$ cat config.mk
export PLATFORM = sky130hd
export DESIGN_NAME = serial_freq_command_to_pwm_timer
export DESIGN_NICKNAME = d
export VERILOG_FILES = /design/src/rtl/core/sfpt_pkg.sv /design/src/rtl/core/sfpt_datapath.sv /design/src/rtl/core/sfpt_ctrl.sv /design/src/rtl/core/serial_freq_command_to_pwm_timer.sv
export VERILOG_INCLUDE_DIRS = /design/src /design/src/rtl/core
export SDC_FILE = /design/constraint.sdc
export NUM_CORES = 1
export LEC_CHECK = 0
export ABC_CLOCK_PERIOD_IN_PS = 4500
export BUFFER_PORTS_ARGS = -buffer_cell sky130_fd_sc_hd__buf_2
export CAP_MARGIN = 20
export CORE_MARGIN = 2
export CORE_UTILIZATION = 56
export DETAILED_ROUTE_END_ITERATION = 16
export PLACE_DENSITY = 0.87
export SYNTH_ARGS = -nofsm -noshare
export SYNTH_HDL_FRONTEND = slang
export SYNTH_SLANG_ARGS = --single-unit
$ cat constraint.sdc
create_clock -name clock -period 4.5 [get_ports clock]
set_input_delay 0.9 -clock clock [delete_from_list [all_inputs] [get_ports clock]]
set_output_delay 0.9 -clock clock [all_outputs]
set_load 0.02 [all_outputs]
$ cat src/rtl/core/serial_freq_command_to_pwm_timer_assert.svh
// assertion macros for the serial frequency command block
// used by the controller; no other dependencies
`ifndef SERIAL_FREQ_COMMAND_TO_PWM_TIMER_ASSERT_SVH
`define SERIAL_FREQ_COMMAND_TO_PWM_TIMER_ASSERT_SVH
`ifndef SYNTH
`define SFPT_ASSERT_IMM(lbl, clk, rst, ante, cons, msg) \
   lbl: assert property (@(posedge clk) disable iff (rst) (ante) |-> (cons)) else $error(msg);
`define SFPT_ASSERT_NEXT(lbl, clk, rst, ante, cons, msg) \
   lbl: assert property (@(posedge clk) disable iff (rst) (ante) |=> (cons)) else $error(msg);
`else
`define SFPT_ASSERT_IMM(lbl, clk, rst, ante, cons, msg)
`define SFPT_ASSERT_NEXT(lbl, clk, rst, ante, cons, msg)
`endif
`endif

$ cat src/rtl/core/sfpt_pkg.sv
// shared constants, types and character tables for the serial frequency block
// no dependencies
package sfpt_pkg;

   localparam int LINE_CHARS = 31;
   localparam int CNT_W      = $clog2(LINE_CHARS + 1);
   localparam int ADDR_W     = $clog2(LINE_CHARS);

   localparam logic [26:0] CLOCK_HZ  = 27'd72000000;
   localparam logic [19:0] FREQ_MIN  = 20'd1000;
   localparam logic [19:0] FREQ_MAX  = 20'd100000;
   localparam logic [23:0] MAG_CAP   = 24'd1000000;
   localparam logic [4:0]  DIV_BITS  = 5'd26;

   localparam logic [2:0] ST_OK_LONG  = 3'd0;
   localparam logic [2:0] ST_OK_SHORT = 3'd1;
   localparam logic [2:0] ST_RANGE    = 3'd2;
   localparam logic [2:0] ST_HELP     = 3'd3;
   localparam logic [2:0] ST_FORMAT   = 3'd4;

   localparam logic [7:0] CH_CR = 8'h0D;
   localparam logic [7:0] CH_LF = 8'h0A;

   typedef struct packed {
      logic store_char;
      logic start_scan;
      logic read_char;
      logic proc_char;
      logic start_div;
      logic div_step;
      logic load_rsp;
   } cmd_type;

   typedef struct packed {
      logic is_line_end;
      logic line_empty;
      logic scan_last;
      logic need_div;
      logic div_last;
      logic rsp_free;
   } stat_type;

   function automatic logic [7:0] freq_char(logic [2:0] i);
      case (i)
         3'd0:    return 8'h46;
         3'd1:    return 8'h52;
         3'd2:    return 8'h45;
         3'd3:    return 8'h51;
         default: return 8'h3D;
      endcase
   endfunction

   function automatic logic [7:0] short_char(logic i);
      return i ? 8'h3D : 8'h46;
   endfunction

   function automatic logic [7:0] help_char(logic [1:0] i);
      case (i)
         2'd0:    return 8'h48;
         2'd1:    return 8'h45;
         2'd2:    return 8'h4C;
         default: return 8'h50;
      endcase
   endfunction

endpackage

$ cat src/rtl/core/sfpt_datapath.sv
// line store, command parser, iterative divider and result register
// depends on sfpt_pkg
module sfpt_datapath (
   input  logic             clock,
   input  logic             reset,
   input  logic [7:0]       req_rx_byte,
   input  logic             rsp_stall,
   input  sfpt_pkg::cmd_type  cmd,
   output sfpt_pkg::stat_type stat,
   output logic             rsp_valid,
   output logic [2:0]       rsp_reply_status,
   output logic [16:0]      rsp_new_frequency,
   output logic             rsp_prescale_value,
   output logic [15:0]      rsp_reload_value,
   output logic [15:0]      rsp_compare_value
);
   import sfpt_pkg::*;

   localparam logic [1:0] NUM_BLANK = 2'd0;
   localparam logic [1:0] NUM_DIGIT = 2'd1;
   localparam logic [1:0] NUM_DONE  = 2'd2;

   logic [7:0]        line_mem [LINE_CHARS];
   logic [CNT_W-1:0]  count_ff, count_in;
   logic [CNT_W-1:0]  len_ff, len_in;
   logic [CNT_W-1:0]  idx_ff, idx_in;
   logic [CNT_W-1:0]  clen_ff, clen_in;
   logic [7:0]        char_ff;
   logic              m_freq_ff, m_freq_in, m_short_ff, m_short_in, m_help_ff, m_help_in;
   logic [1:0]        num_ff, num_in;
   logic              neg_ff, neg_in;
   logic [19:0]       mag_ff, mag_in;
   logic [16:0]       rem_ff, rem_in, quo_ff, quo_in;
   logic [4:0]        bit_ff, bit_in;
   logic              rsp_valid_ff, rsp_valid_in;
   logic [2:0]        status_ff;
   logic [16:0]       freq_ff;
   logic              psc_ff;
   logic [15:0]       arr_ff, ccr_ff;

   logic [CNT_W-1:0]  idx_next;
   logic              is_digit, is_blank, is_sign, active;
   logic [23:0]       mag_calc;
   logic              is_freq, is_short, is_help, in_range;
   logic [2:0]        status_calc;
   logic [17:0]       trial;
   logic              ge;
   logic [16:0]       arr_calc, ccr_calc;

   // line store
   always_ff @(posedge clock) begin
      if (cmd.store_char && count_ff < CNT_W'(LINE_CHARS)) begin
         line_mem[count_ff[ADDR_W-1:0]] <= req_rx_byte;
      end
      if (cmd.read_char) begin
         char_ff <= line_mem[idx_ff[ADDR_W-1:0]];
      end
   end

   assign idx_next = idx_ff + CNT_W'(1);
   assign is_digit = char_ff >= 8'h30 && char_ff <= 8'h39;
   assign is_blank = char_ff == 8'h20 || (char_ff >= 8'h09 && char_ff <= 8'h0D);
   assign is_sign  = char_ff == 8'h2B || char_ff == 8'h2D;
   assign active   = (m_freq_ff && idx_ff >= CNT_W'(5)) || (m_short_ff && idx_ff >= CNT_W'(2));
   assign mag_calc = ({4'd0, mag_ff} << 3) + ({4'd0, mag_ff} << 1) + {20'd0, char_ff[3:0]};

   always_comb begin
      count_in   = count_ff;
      len_in     = len_ff;
      idx_in     = idx_ff;
      clen_in    = clen_ff;
      m_freq_in  = m_freq_ff;
      m_short_in = m_short_ff;
      m_help_in  = m_help_ff;
      num_in     = num_ff;
      neg_in     = neg_ff;
      mag_in     = mag_ff;
      if (cmd.store_char && count_ff < CNT_W'(LINE_CHARS)) begin
         count_in = count_ff + CNT_W'(1);
      end
      if (cmd.start_scan) begin
         len_in     = count_ff;
         count_in   = '0;
         idx_in     = '0;
         clen_in    = '0;
         m_freq_in  = 1'b1;
         m_short_in = 1'b1;
         m_help_in  = 1'b1;
         num_in     = NUM_BLANK;
         neg_in     = 1'b0;
         mag_in     = '0;
      end
      if (cmd.proc_char && char_ff != 8'h00) begin
         idx_in  = idx_next;
         clen_in = idx_next;
         if (idx_ff < CNT_W'(5) && char_ff != freq_char(idx_ff[2:0])) m_freq_in = 1'b0;
         if (idx_ff < CNT_W'(2) && char_ff != short_char(idx_ff[0])) m_short_in = 1'b0;
         if (idx_ff < CNT_W'(4) && char_ff != help_char(idx_ff[1:0])) m_help_in = 1'b0;
         if (active) begin
            case (num_ff)
               NUM_BLANK: begin
                  if (is_blank) begin
                     num_in = NUM_BLANK;
                  end else if (is_sign) begin
                     neg_in = char_ff == 8'h2D;
                     num_in = NUM_DIGIT;
                  end else if (is_digit) begin
                     mag_in = mag_calc > MAG_CAP ? MAG_CAP[19:0] : mag_calc[19:0];
                     num_in = NUM_DIGIT;
                  end else begin
                     num_in = NUM_DONE;
                  end
               end
               NUM_DIGIT: begin
                  if (is_digit) begin
                     mag_in = mag_calc > MAG_CAP ? MAG_CAP[19:0] : mag_calc[19:0];
                  end else begin
                     num_in = NUM_DONE;
                  end
               end
               default: num_in = NUM_DONE;
            endcase
         end
      end
   end

   // final decode of the scanned line
   assign is_freq  = m_freq_ff && clen_ff >= CNT_W'(5);
   assign is_short = m_short_ff && clen_ff >= CNT_W'(2);
   assign is_help  = m_help_ff && clen_ff == CNT_W'(4);
   assign in_range = !(neg_ff && mag_ff != '0) && mag_ff >= FREQ_MIN && mag_ff <= FREQ_MAX;

   always_comb begin
      if (is_freq) begin
         status_calc = in_range ? ST_OK_LONG : ST_RANGE;
      end else if (is_short) begin
         status_calc = in_range ? ST_OK_SHORT : ST_RANGE;
      end else if (is_help) begin
         status_calc = ST_HELP;
      end else begin
         status_calc = ST_FORMAT;
      end
   end

   // restoring divider, one quotient bit a cycle
   assign trial = {rem_ff, CLOCK_HZ[bit_ff]};
   assign ge    = trial >= {1'b0, mag_ff[16:0]};

   always_comb begin
      rem_in = rem_ff;
      quo_in = quo_ff;
      bit_in = bit_ff;
      if (cmd.start_div) begin
         rem_in = '0;
         quo_in = '0;
         bit_in = DIV_BITS;
      end else if (cmd.div_step) begin
         rem_in = ge ? 17'(trial - {1'b0, mag_ff[16:0]}) : trial[16:0];
         quo_in = {quo_ff[15:0], ge};
         bit_in = bit_ff - 5'd1;
      end
   end

   assign arr_calc = quo_ff[16] ? ({1'b0, quo_ff[16:1]} - 17'd1) : (quo_ff - 17'd1);
   assign ccr_calc = (arr_calc + 17'd1) >> 1;

   assign rsp_valid_in = cmd.load_rsp ? 1'b1 : (rsp_valid_ff && !rsp_stall ? 1'b0 : rsp_valid_ff);

   always_ff @(posedge clock) begin
      if (reset) begin
         count_ff     <= '0;
         rsp_valid_ff <= 1'b0;
      end else begin
         count_ff     <= count_in;
         rsp_valid_ff <= rsp_valid_in;
      end
   end

   always_ff @(posedge clock) begin
      len_ff     <= len_in;
      idx_ff     <= idx_in;
      clen_ff    <= clen_in;
      m_freq_ff  <= m_freq_in;
      m_short_ff <= m_short_in;
      m_help_ff  <= m_help_in;
      num_ff     <= num_in;
      neg_ff     <= neg_in;
      mag_ff     <= mag_in;
      rem_ff     <= rem_in;
      quo_ff     <= quo_in;
      bit_ff     <= bit_in;
      if (cmd.load_rsp) begin
         status_ff <= status_calc;
         if (status_calc == ST_OK_LONG || status_calc == ST_OK_SHORT) begin
            freq_ff <= mag_ff[16:0];
            psc_ff  <= quo_ff[16];
            arr_ff  <= arr_calc[15:0];
            ccr_ff  <= ccr_calc[15:0];
         end else begin
            freq_ff <= '0;
            psc_ff  <= 1'b0;
            arr_ff  <= '0;
            ccr_ff  <= '0;
         end
      end
   end

   assign stat.is_line_end = req_rx_byte == CH_CR || req_rx_byte == CH_LF;
   assign stat.line_empty  = count_ff == '0;
   assign stat.scan_last   = char_ff == 8'h00 || idx_next == len_ff;
   assign stat.need_div    = status_calc == ST_OK_LONG || status_calc == ST_OK_SHORT;
   assign stat.div_last    = bit_ff == 5'd0;
   assign stat.rsp_free    = !rsp_valid_ff || !rsp_stall;

   assign rsp_valid          = rsp_valid_ff;
   assign rsp_reply_status   = status_ff;
   assign rsp_new_frequency  = freq_ff;
   assign rsp_prescale_value = psc_ff;
   assign rsp_reload_value   = arr_ff;
   assign rsp_compare_value  = ccr_ff;

endmodule

$ cat src/rtl/core/sfpt_ctrl.sv
// controller state machine: sequences store, scan, divide and result load
// depends on sfpt_pkg and the assertion macro header
module sfpt_ctrl (
   input  logic               clock,
   input  logic               reset,
   input  logic               req_valid,
   output logic               req_stall,
   input  sfpt_pkg::stat_type stat,
   output sfpt_pkg::cmd_type  cmd
);
   import sfpt_pkg::*;
`include "serial_freq_command_to_pwm_timer_assert.svh"

   localparam logic [2:0] S_IDLE = 3'd0;
   localparam logic [2:0] S_READ = 3'd1;
   localparam logic [2:0] S_PROC = 3'd2;
   localparam logic [2:0] S_FIN  = 3'd3;
   localparam logic [2:0] S_DIV  = 3'd4;
   localparam logic [2:0] S_OUT  = 3'd5;

   logic [2:0] state_ff, state_in;
   logic       accept;

   assign req_stall = state_ff != S_IDLE;
   assign accept    = req_valid && !req_stall;

   always_comb begin
      state_in = state_ff;
      cmd      = '0;
      case (state_ff)
         S_IDLE: begin
            if (accept) begin
               if (!stat.is_line_end) begin
                  cmd.store_char = 1'b1;
               end else if (!stat.line_empty) begin
                  cmd.start_scan = 1'b1;
                  state_in       = S_READ;
               end
            end
         end
         S_READ: begin
            cmd.read_char = 1'b1;
            state_in      = S_PROC;
         end
         S_PROC: begin
            cmd.proc_char = 1'b1;
            state_in      = stat.scan_last ? S_FIN : S_READ;
         end
         S_FIN: begin
            if (stat.need_div) begin
               cmd.start_div = 1'b1;
               state_in      = S_DIV;
            end else begin
               state_in = S_OUT;
            end
         end
         S_DIV: begin
            cmd.div_step = 1'b1;
            if (stat.div_last) state_in = S_OUT;
         end
         S_OUT: begin
            if (stat.rsp_free) begin
               cmd.load_rsp = 1'b1;
               state_in     = S_IDLE;
            end
         end
         default: state_in = S_IDLE;
      endcase
   end

   always_ff @(posedge clock) begin
      if (reset) begin
         state_ff <= S_IDLE;
      end else begin
         state_ff <= state_in;
      end
   end

   `SFPT_ASSERT_NEXT(a_div_to_out, clock, reset, state_ff == S_DIV && stat.div_last, state_ff == S_OUT, "divider end did not reach result load")
   `SFPT_ASSERT_IMM(a_load_free, clock, reset, cmd.load_rsp, stat.rsp_free, "result loaded over a waiting beat")
   `SFPT_ASSERT_NEXT(a_read_proc, clock, reset, state_ff == S_READ, state_ff == S_PROC && cmd.proc_char, "read not followed by char processing")

endmodule

$ cat src/rtl/core/serial_freq_command_to_pwm_timer.sv
// top level of the serial frequency command to pwm timer block
// depends on sfpt_pkg, sfpt_ctrl and sfpt_datapath
//
// usage
//  - req channel: one received serial byte per beat (req_rx_byte)
//  - rsp channel: one reply beat per non-empty line: status, frequency,
//    prescaler, reload and compare values
//  - ordinary characters are stored as they are taken; up to 31 are kept,
//    later ones are dropped
//  - a cr or lf ends the line; an empty line gives no reply
//  - after a line end the stored line is scanned, each character read
//    and then processed; for an in-range value a restoring divider
//    (72 MHz / f) then runs, one quotient bit per cycle, before the
//    reply beat is loaded
//  - req_stall stays high while a line is scanned or divided and until
//    its reply is loaded; the scan loop and the divider set the rate
//  - the reply sits in an output register; new bytes are taken while
//    it waits, and a following line waits only to load the reply
//  - synchronous reset empties the line and drops any pending reply
module serial_freq_command_to_pwm_timer (
   input  logic        clock,
   input  logic        reset,
   input  logic        req_valid,
   output logic        req_stall,
   input  logic [7:0]  req_rx_byte,
   output logic        rsp_valid,
   input  logic        rsp_stall,
   output logic [2:0]  rsp_reply_status,
   output logic [16:0] rsp_new_frequency,
   output logic        rsp_prescale_value,
   output logic [15:0] rsp_reload_value,
   output logic [15:0] rsp_compare_value
);
   import sfpt_pkg::*;

   // command and status between controller and datapath
   cmd_type  cmd;
   stat_type stat;

   sfpt_ctrl u_ctrl (
      .clock     (clock),
      .reset     (reset),
      .req_valid (req_valid),
      .req_stall (req_stall),
      .stat      (stat),
      .cmd       (cmd)
   );

   sfpt_datapath u_datapath (
      .clock              (clock),
      .reset              (reset),
      .req_rx_byte        (req_rx_byte),
      .rsp_stall          (rsp_stall),
      .cmd                (cmd),
      .stat               (stat),
      .rsp_valid          (rsp_valid),
      .rsp_reply_status   (rsp_reply_status),
      .rsp_new_frequency  (rsp_new_frequency),
      .rsp_prescale_value (rsp_prescale_value),
      .rsp_reload_value   (rsp_reload_value),
      .rsp_compare_value  (rsp_compare_value)
   );

endmodule

==> impl_metrics.env, run 1 <==
export IMPL_status="finished clean"
export IMPL_die_w_um=189
export IMPL_crit_type="flip-flop to flip-flop"
export IMPL_clkLatencyLatePin_ns=0.55
export IMPL_diodes=0
export IMPL_grt_total_usage_pct=24.9
export IMPL_core_area_um2=33600
export IMPL_maxSlewHeadroom_pct=39.0
export IMPL_cts_buffer_depth=3
export IMPL_whs_ns=0.490
export IMPL_fin_crit_sh_pct=95.0
export IMPL_synth_cell_types=89
export IMPL_drive_above_1_share_pct=14.7
export IMPL_yosys_top_cells_count="edfxtp_1 (319), nor2_1 (156), nand2_1 (106), a21oi_1 (97), dfxtp_1 (75)"
export IMPL_cts_hold_buf=0
export IMPL_io_pins=67
export IMPL_cts_resized=0
export IMPL_antenna_found_initial=1
export IMPL_worstHoldStart="u_datapath.m_help_ff"
export IMPL_clkTransAtPathRegs_ns=0.06
export IMPL_critPathRequiredTime_ns=4.91
export IMPL_drtPass1Iterations=6
export IMPL_rr_endpoint="u_datapath.mag_ff[14]"
export IMPL_die_area_um2=35800
export IMPL_yosys_warnings=0
export IMPL_finalPower_mw=8.01
export IMPL_num_nets_final=1696
export IMPL_postCtsSetupBuffers=0
export IMPL_area_delta_synth_final_pct=11.2
export IMPL_synth_fp_nets=1643
export IMPL_overflow=0
export IMPL_p_leak_nw=7.62
export IMPL_rows=67
export IMPL_synth_top_area_share_pct=49.9
export IMPL_hold_viol=0
export IMPL_wl_um=44200
export IMPL_synth_edf_count=319
export IMPL_worstMarginPinSlew_ns=0.912
export IMPL_place_gp_congestion=0.888
export IMPL_port_buffers=66
export IMPL_die_h_um=189
export IMPL_critical_path_arrival_ns=4.68
export IMPL_r2r_setup_slack_ns=0.22
export IMPL_crit_reg2reg_launch="u_datapath.mag_ff[0]"
export IMPL_syn_cell_area_um2=19200
export IMPL_worst_r2r_path_depth=12
export IMPL_ys_seq_area_share_pct=57.7
export IMPL_finalMaxSlewViolations=0
export IMPL_synthTopCellsByArea="edfxtp_1 (50%), dfxtp_1 (7.8%), mux4_2 (5.6%)"
export IMPL_num_vias=13259
export IMPL_wl_per_cell_um=21.1
export IMPL_cts_tree="yes"
export IMPL_max_cap_violations=0
export IMPL_holdPathEnd="u_datapath.m_help_ff"
export IMPL_viasPerCell=6.35
export IMPL_htreeDepth=2
export IMPL_vdd_drop_max_uv=418
export IMPL_cts_sinks=394
export IMPL_cts_buffers=39
export IMPL_fin_crit_ns=4.28
export IMPL_yosysTopAreaCell="edfxtp_1"
export IMPL_finalSetupTns_ns=0
export IMPL_p_per_area_nw_per_um2=375
export IMPL_worstHoldPathType="flip-flop to flip-flop"
export IMPL_synthFlopType="edfxtp_1"
export IMPL_drt_iter0_markers=1571
export IMPL_async_flop_share_pct=0
export IMPL_endpoint_kind="flip-flop"
export IMPL_clock_skew_ns=0.0222
export IMPL_ys_ff_latch=394
export IMPL_grt_pass1_wl_um=70200
export IMPL_whs_path_depth=1
export IMPL_start_util_pct=57.1
export IMPL_drc=0
export IMPL_final_antenna_net_count=0
export IMPL_yosysMostFrequentCell="edfxtp_1"
export IMPL_grt_max_degree=84
export IMPL_clock_root_buffer="clkbuf_16"
export IMPL_grt_setup_unrepaired="false"
export IMPL_cp_max_fo=8
export IMPL_synth_cells=1560
export IMPL_postSynthAreaPerCell_um2=12.3
export IMPL_crit_path_start_kind="flip-flop"
export IMPL_grt_pass1_vias=12941
export IMPL_fmax_mhz=234
export IMPL_final_setup_viol_count=0
export IMPL_hpwlAfterDp_um=28900
==> final cells by class <==
cell class                      count  area [um^2]
Timing Repair Buffer               99          611
Sequential cell                   394        11100
Clock inverter                     21          265
Tap cell                          448          561
Fill cell                        2361        12300
Clock buffer                       48         1040
Multi-Input combinational cell   1023         7580
Inverter                           56          210
==> registers in the layout, indices dropped and copies added (netlist names), 2 cells and up <==
register	flops
u_datapath.rem_ff	17
u_datapath.bit_ff	5
u_datapath.len_ff	5
u_datapath.rsp_compare_value	16
u_datapath.quo_ff	17
u_ctrl.state_ff	3
u_datapath.mag_ff	20
u_datapath.rsp_new_frequency	17
u_datapath.rsp_reply_status	3
u_datapath.rsp_reload_value	16
u_datapath.count_ff	5
u_datapath.num_ff	2
u_datapath.idx_ff	5
u_datapath.char_ff	8
u_datapath.line_mem	248
==> report_power, final <==
| group | total [mW] | leakage, nW | internal [mW] | switching (mW) |
|---|---|---|---|---|
| Clock | 3.33 | 0.639 | 1.95 | 1.38 |
| Sequential | 4.02 | 3.43 | 3.97 | 0.0434 |
| Combinational | 0.662 | 3.55 | 0.257 | 0.405 |
| Total | 8.01 | 7.62 | 6.18 | 1.82 |
==> worst max-delay path, cell delays in order (launching register included) <==
cell and delay, ns:
dfxtp_1 0.49, fa_1 0.50, ha_1 0.33, a211oi_1 0.40, o21ai_1 0.18, a21oi_2 0.36, nor3_1 0.11, a2111o_1 0.43
nor4_4 0.43, nand2_2 0.19, nor3_2 0.40, buf_4 0.23, a21oi_1 0.08
==> worst max-delay path by stage <==
stage | startpoint | endpoint
2_1_floorplan | u_datapath.quo_ff[16] | u_datapath.rsp_compare_value[15]
3_3_place_gp | u_datapath.mag_ff[2] | u_datapath.mag_ff[14]
3_5_place_dp | u_datapath.mag_ff[0] | u_datapath.mag_ff[14]
4_1_cts | u_datapath.mag_ff[0] | u_datapath.mag_ff[14]
5_1_grt | u_datapath.mag_ff[0] | u_datapath.mag_ff[14]
6_report | u_datapath.mag_ff[0] | u_datapath.mag_ff[14]
==> cells in the final DEF, fill, tap and decap left out, types with 5 or more instances in the layout <==
cell / n
o22ai_1: 10
mux2i_1: 53
dfxtp_1: 75
a31oi_1: 15
or4_1: 9
nor2_1: 156
a21oi_1: 96
nand3b_1: 8
mux4_2: 48
a211oi_1: 23
nor3_1: 38
nor4_1: 18
inv_1: 54
nand4_1: 12
o21ai_0: 58
or2_2: 5
buf_2: 66
a22o_1: 10
a21boi_0: 5
o41ai_1: 8
and3_1: 11
edfxtp_1: 319
bufinv_16: 5
o221ai_1: 11
ha_1: 68
clkbuf_1: 5
nand3_1: 27
clkbuf_16: 39
buf_4: 31
o31ai_1: 16
o21a_1: 10
and2_1: 5
xnor2_1: 32
xor2_1: 32
nand2b_1: 10
or3_1: 14
clkinv_1: 9
o211ai_1: 10
nor2b_1: 12
nand2_1: 106
==> routing by layer <==
layer  global-route usage (%)  vias to the layer above  part of all wire (%)
li1                         -                     6039                     -
met1                     32.6                     6418                    39
met2                     42.1                      666                    49
met3                     3.95                      134                   7.7
met4                     9.50                        2                   3.5
met5                        0                        -                 0.029
==> metrics by stage <==
step | std cells | instance area [um^2] | setup WS (ns) | utilization [%]
6_report | 2089 | 21300 | 0.224 | 63.5
5_1_grt | 2089 | 21300 | 0.0198 | 63.5
4_1_cts | 2088 | 21300 | 0.329 | 63.4
3_5_place_dp | 2019 | 20000 | 0.374 | 59.5
3_3_place_gp | 2019 | 20000 | 0.457 | 59.5
2_1_floorplan | 1560 | 19200 | 0.284 | -
==> cell families after synthesis <==
logic type,share of synthesized area (%)
and+or+nand+nor,11.8
AOI/OAI and AO/OA,11.4
DFF,57.7
muxes,8.62
adders and majority gates,4.74
xor gates and xnor gates,2.92
buffers and inverters,2.90
No activity file was read; power rests on OpenSTA's default activity.
==> run 2, diff against run 1 <==
Settings changed: BUFFER_PORTS_ARGS -buffer_cell sky130_fd_sc_hd__buf_2 to -buffer_cell sky130_fd_sc_hd__buf_4, MAX_ROUTING_LAYER from default to met4.
==> run 2 against run 1 <==
  * Register-to-register slack improved by 0.10 ns
  * Critical endpoint is now u_datapath.mag_ff[8]
  * Worst setup slack improved by 0.10 ns
  * Sequential power barely moved
  * Critical path depth fell by 1
  * Via count fell by 0.82%
==> impl_metrics.env, run 2 (synthesis results as in run 1) <==
export IMPL_status="finished clean"
export IMPL_drc=0
export IMPL_crit_path_start_kind="flip-flop"
export IMPL_die_area_um2=35800
export IMPL_cts_buffer_depth=3
export IMPL_grt_setup_unrepaired="false"
export IMPL_critPathRequiredTime_ns=4.97
export IMPL_drt_iter0_markers=1309
export IMPL_drtPass1Iterations=5
export IMPL_crit_reg2reg_launch="u_datapath.char_ff[3]"
export IMPL_cp_max_fo=10
export IMPL_overflow=0
export IMPL_fin_crit_sh_pct=92.8
export IMPL_area_delta_synth_final_pct=11.4
export IMPL_grt_max_degree=86
export IMPL_clkLatencyLatePin_ns=0.56
export IMPL_layout_commonest_cell="edfxtp_1"
export IMPL_p_leak_nw=7.61
export IMPL_antenna_found_initial=0
export IMPL_finalPower_mw=7.87
export IMPL_post_place_ws_ns=0.332
export IMPL_worstHoldStart="u_datapath.num_ff[1]"
export IMPL_cts_hold_buf=0
export IMPL_rows=67
export IMPL_worstMarginPinSlew_ns=1.00
export IMPL_fin_crit_ns=4.17
export IMPL_worst_r2r_path_depth=11
export IMPL_io_pins=67
export IMPL_whs_path_depth=2
export IMPL_viasPerCell=6.32
export IMPL_crit_type="flip-flop to flip-flop"
export IMPL_worstHoldPathType="flip-flop to flip-flop"
export IMPL_largest_register_ffs=248
export IMPL_die_w_um=189
export IMPL_die_h_um=189
export IMPL_clkTransAtPathRegs_ns=0.06
export IMPL_clock_skew_ns=0.0360
export IMPL_wl_per_cell_um=21.2
export IMPL_drive_above_1_share_pct=14.0
export IMPL_port_buffers=66
export IMPL_grt_pass1_wl_um=69800
export IMPL_diodes=0
export IMPL_hold_viol=0
export IMPL_finalSetupTns_ns=0
export IMPL_core_area_um2=33600
export IMPL_cts_sinks=394
export IMPL_maxSlewHeadroom_pct=33.0
export IMPL_clock_root_buffer="clkbuf_16"
export IMPL_cts_resized=0
export IMPL_fin_ws_ns=0.326
export IMPL_p_per_area_nw_per_um2=368
export IMPL_fmax_mhz=240
export IMPL_start_util_pct=57.1
export IMPL_hpwlAfterDp_um=28600
export IMPL_vdd_drop_max_uv=386
export IMPL_final_antenna_net_count=0
export IMPL_place_gp_congestion=0.925
export IMPL_final_setup_viol_count=0
export IMPL_cts_buffers=39
export IMPL_num_vias=13150
export IMPL_htreeDepth=2
export IMPL_num_nets_final=1685
export IMPL_cts_tree="yes"
export IMPL_critical_path_arrival_ns=4.65
export IMPL_wl_um=44000
export IMPL_grt_pass1_vias=12768
export IMPL_critPathLaunch="u_datapath.char_ff[3]"
export IMPL_layout_common_cells="edfxtp_1 (319), nor2_1 (156), nand2_1 (106)"
export IMPL_postCtsSetupBuffers=0
export IMPL_max_cap_violations=0
export IMPL_grt_total_usage_pct=25.5
export IMPL_finalMaxSlewViolations=0
export IMPL_endpoint_kind="flip-flop"
## run 2: cell types whose count changed in the layout (fill, tap and decap cells not counted), sizes merged
cell      previous run  this run
inv                 58        57
clkinv              13        17
buf                 99        88
clkbuf              48        49
bufinv               5         2
clkinvlp             1         2
## run 2: metrics by stage
stage,util [%],hold slack (ns),cell area [um^2],std cells
after floorplan,-,0.406,19200,1560
after global placement,59.8,0.465,20100,2008
after detailed placement,59.8,0.496,20100,2008
after CTS,63.5,0.508,21400,2079
after global routing,63.6,0.523,21400,2080
final,63.6,0.501,21400,2080
## run 2: metal layers
layer / wire length (um) / vias to the layer above / GRT usage, %
met5: 0 / - / -
met4: 1570 / 0 / 9.28
met3: 2930 / 127 / 3.34
met2: 21700 / 579 / 42.1
met1: 17800 / 6425 / 32.5
li1: - / 6019 / -
## run 2: area by class of cell
class | count | area (um^2)
tap | 448 | 561
sequential | 394 | 11100
clock buffer | 49 | 1040
multi-input combinational | 1023 | 7590
inverter | 56 | 210
fill | 2393 | 12200
timing repair buffer | 88 | 693
clock inverter | 22 | 219
## run 2: critical path, stage by stage (launching register included)
cell and delay (ns):
edfxtp_1 0.53, fa_1 0.54, ha_1 0.35, a211oi_2 0.32
o21ai_1 0.15, a21oi_2 0.33, nor3_1 0.11, a2111o_1 0.44
nor4_4 0.43, nand3_2 0.25, o41ai_1 0.46, a22o_1 0.19
## run 2: where the power goes
group          internal, mW  switching [mW]
registers              3.97          0.0442
logic                 0.255           0.397
clock network          1.79            1.41
## run 2: path summary, 6_finish.rpt
path,endpoint,slack (ns)
worst max-delay path,u_datapath.mag_ff[8],0.33
worst max register to register,u_datapath.mag_ff[8],0.33
worst min register to register,u_datapath.num_ff[1],0.50
worst min-delay path,u_datapath.num_ff[1],0.50
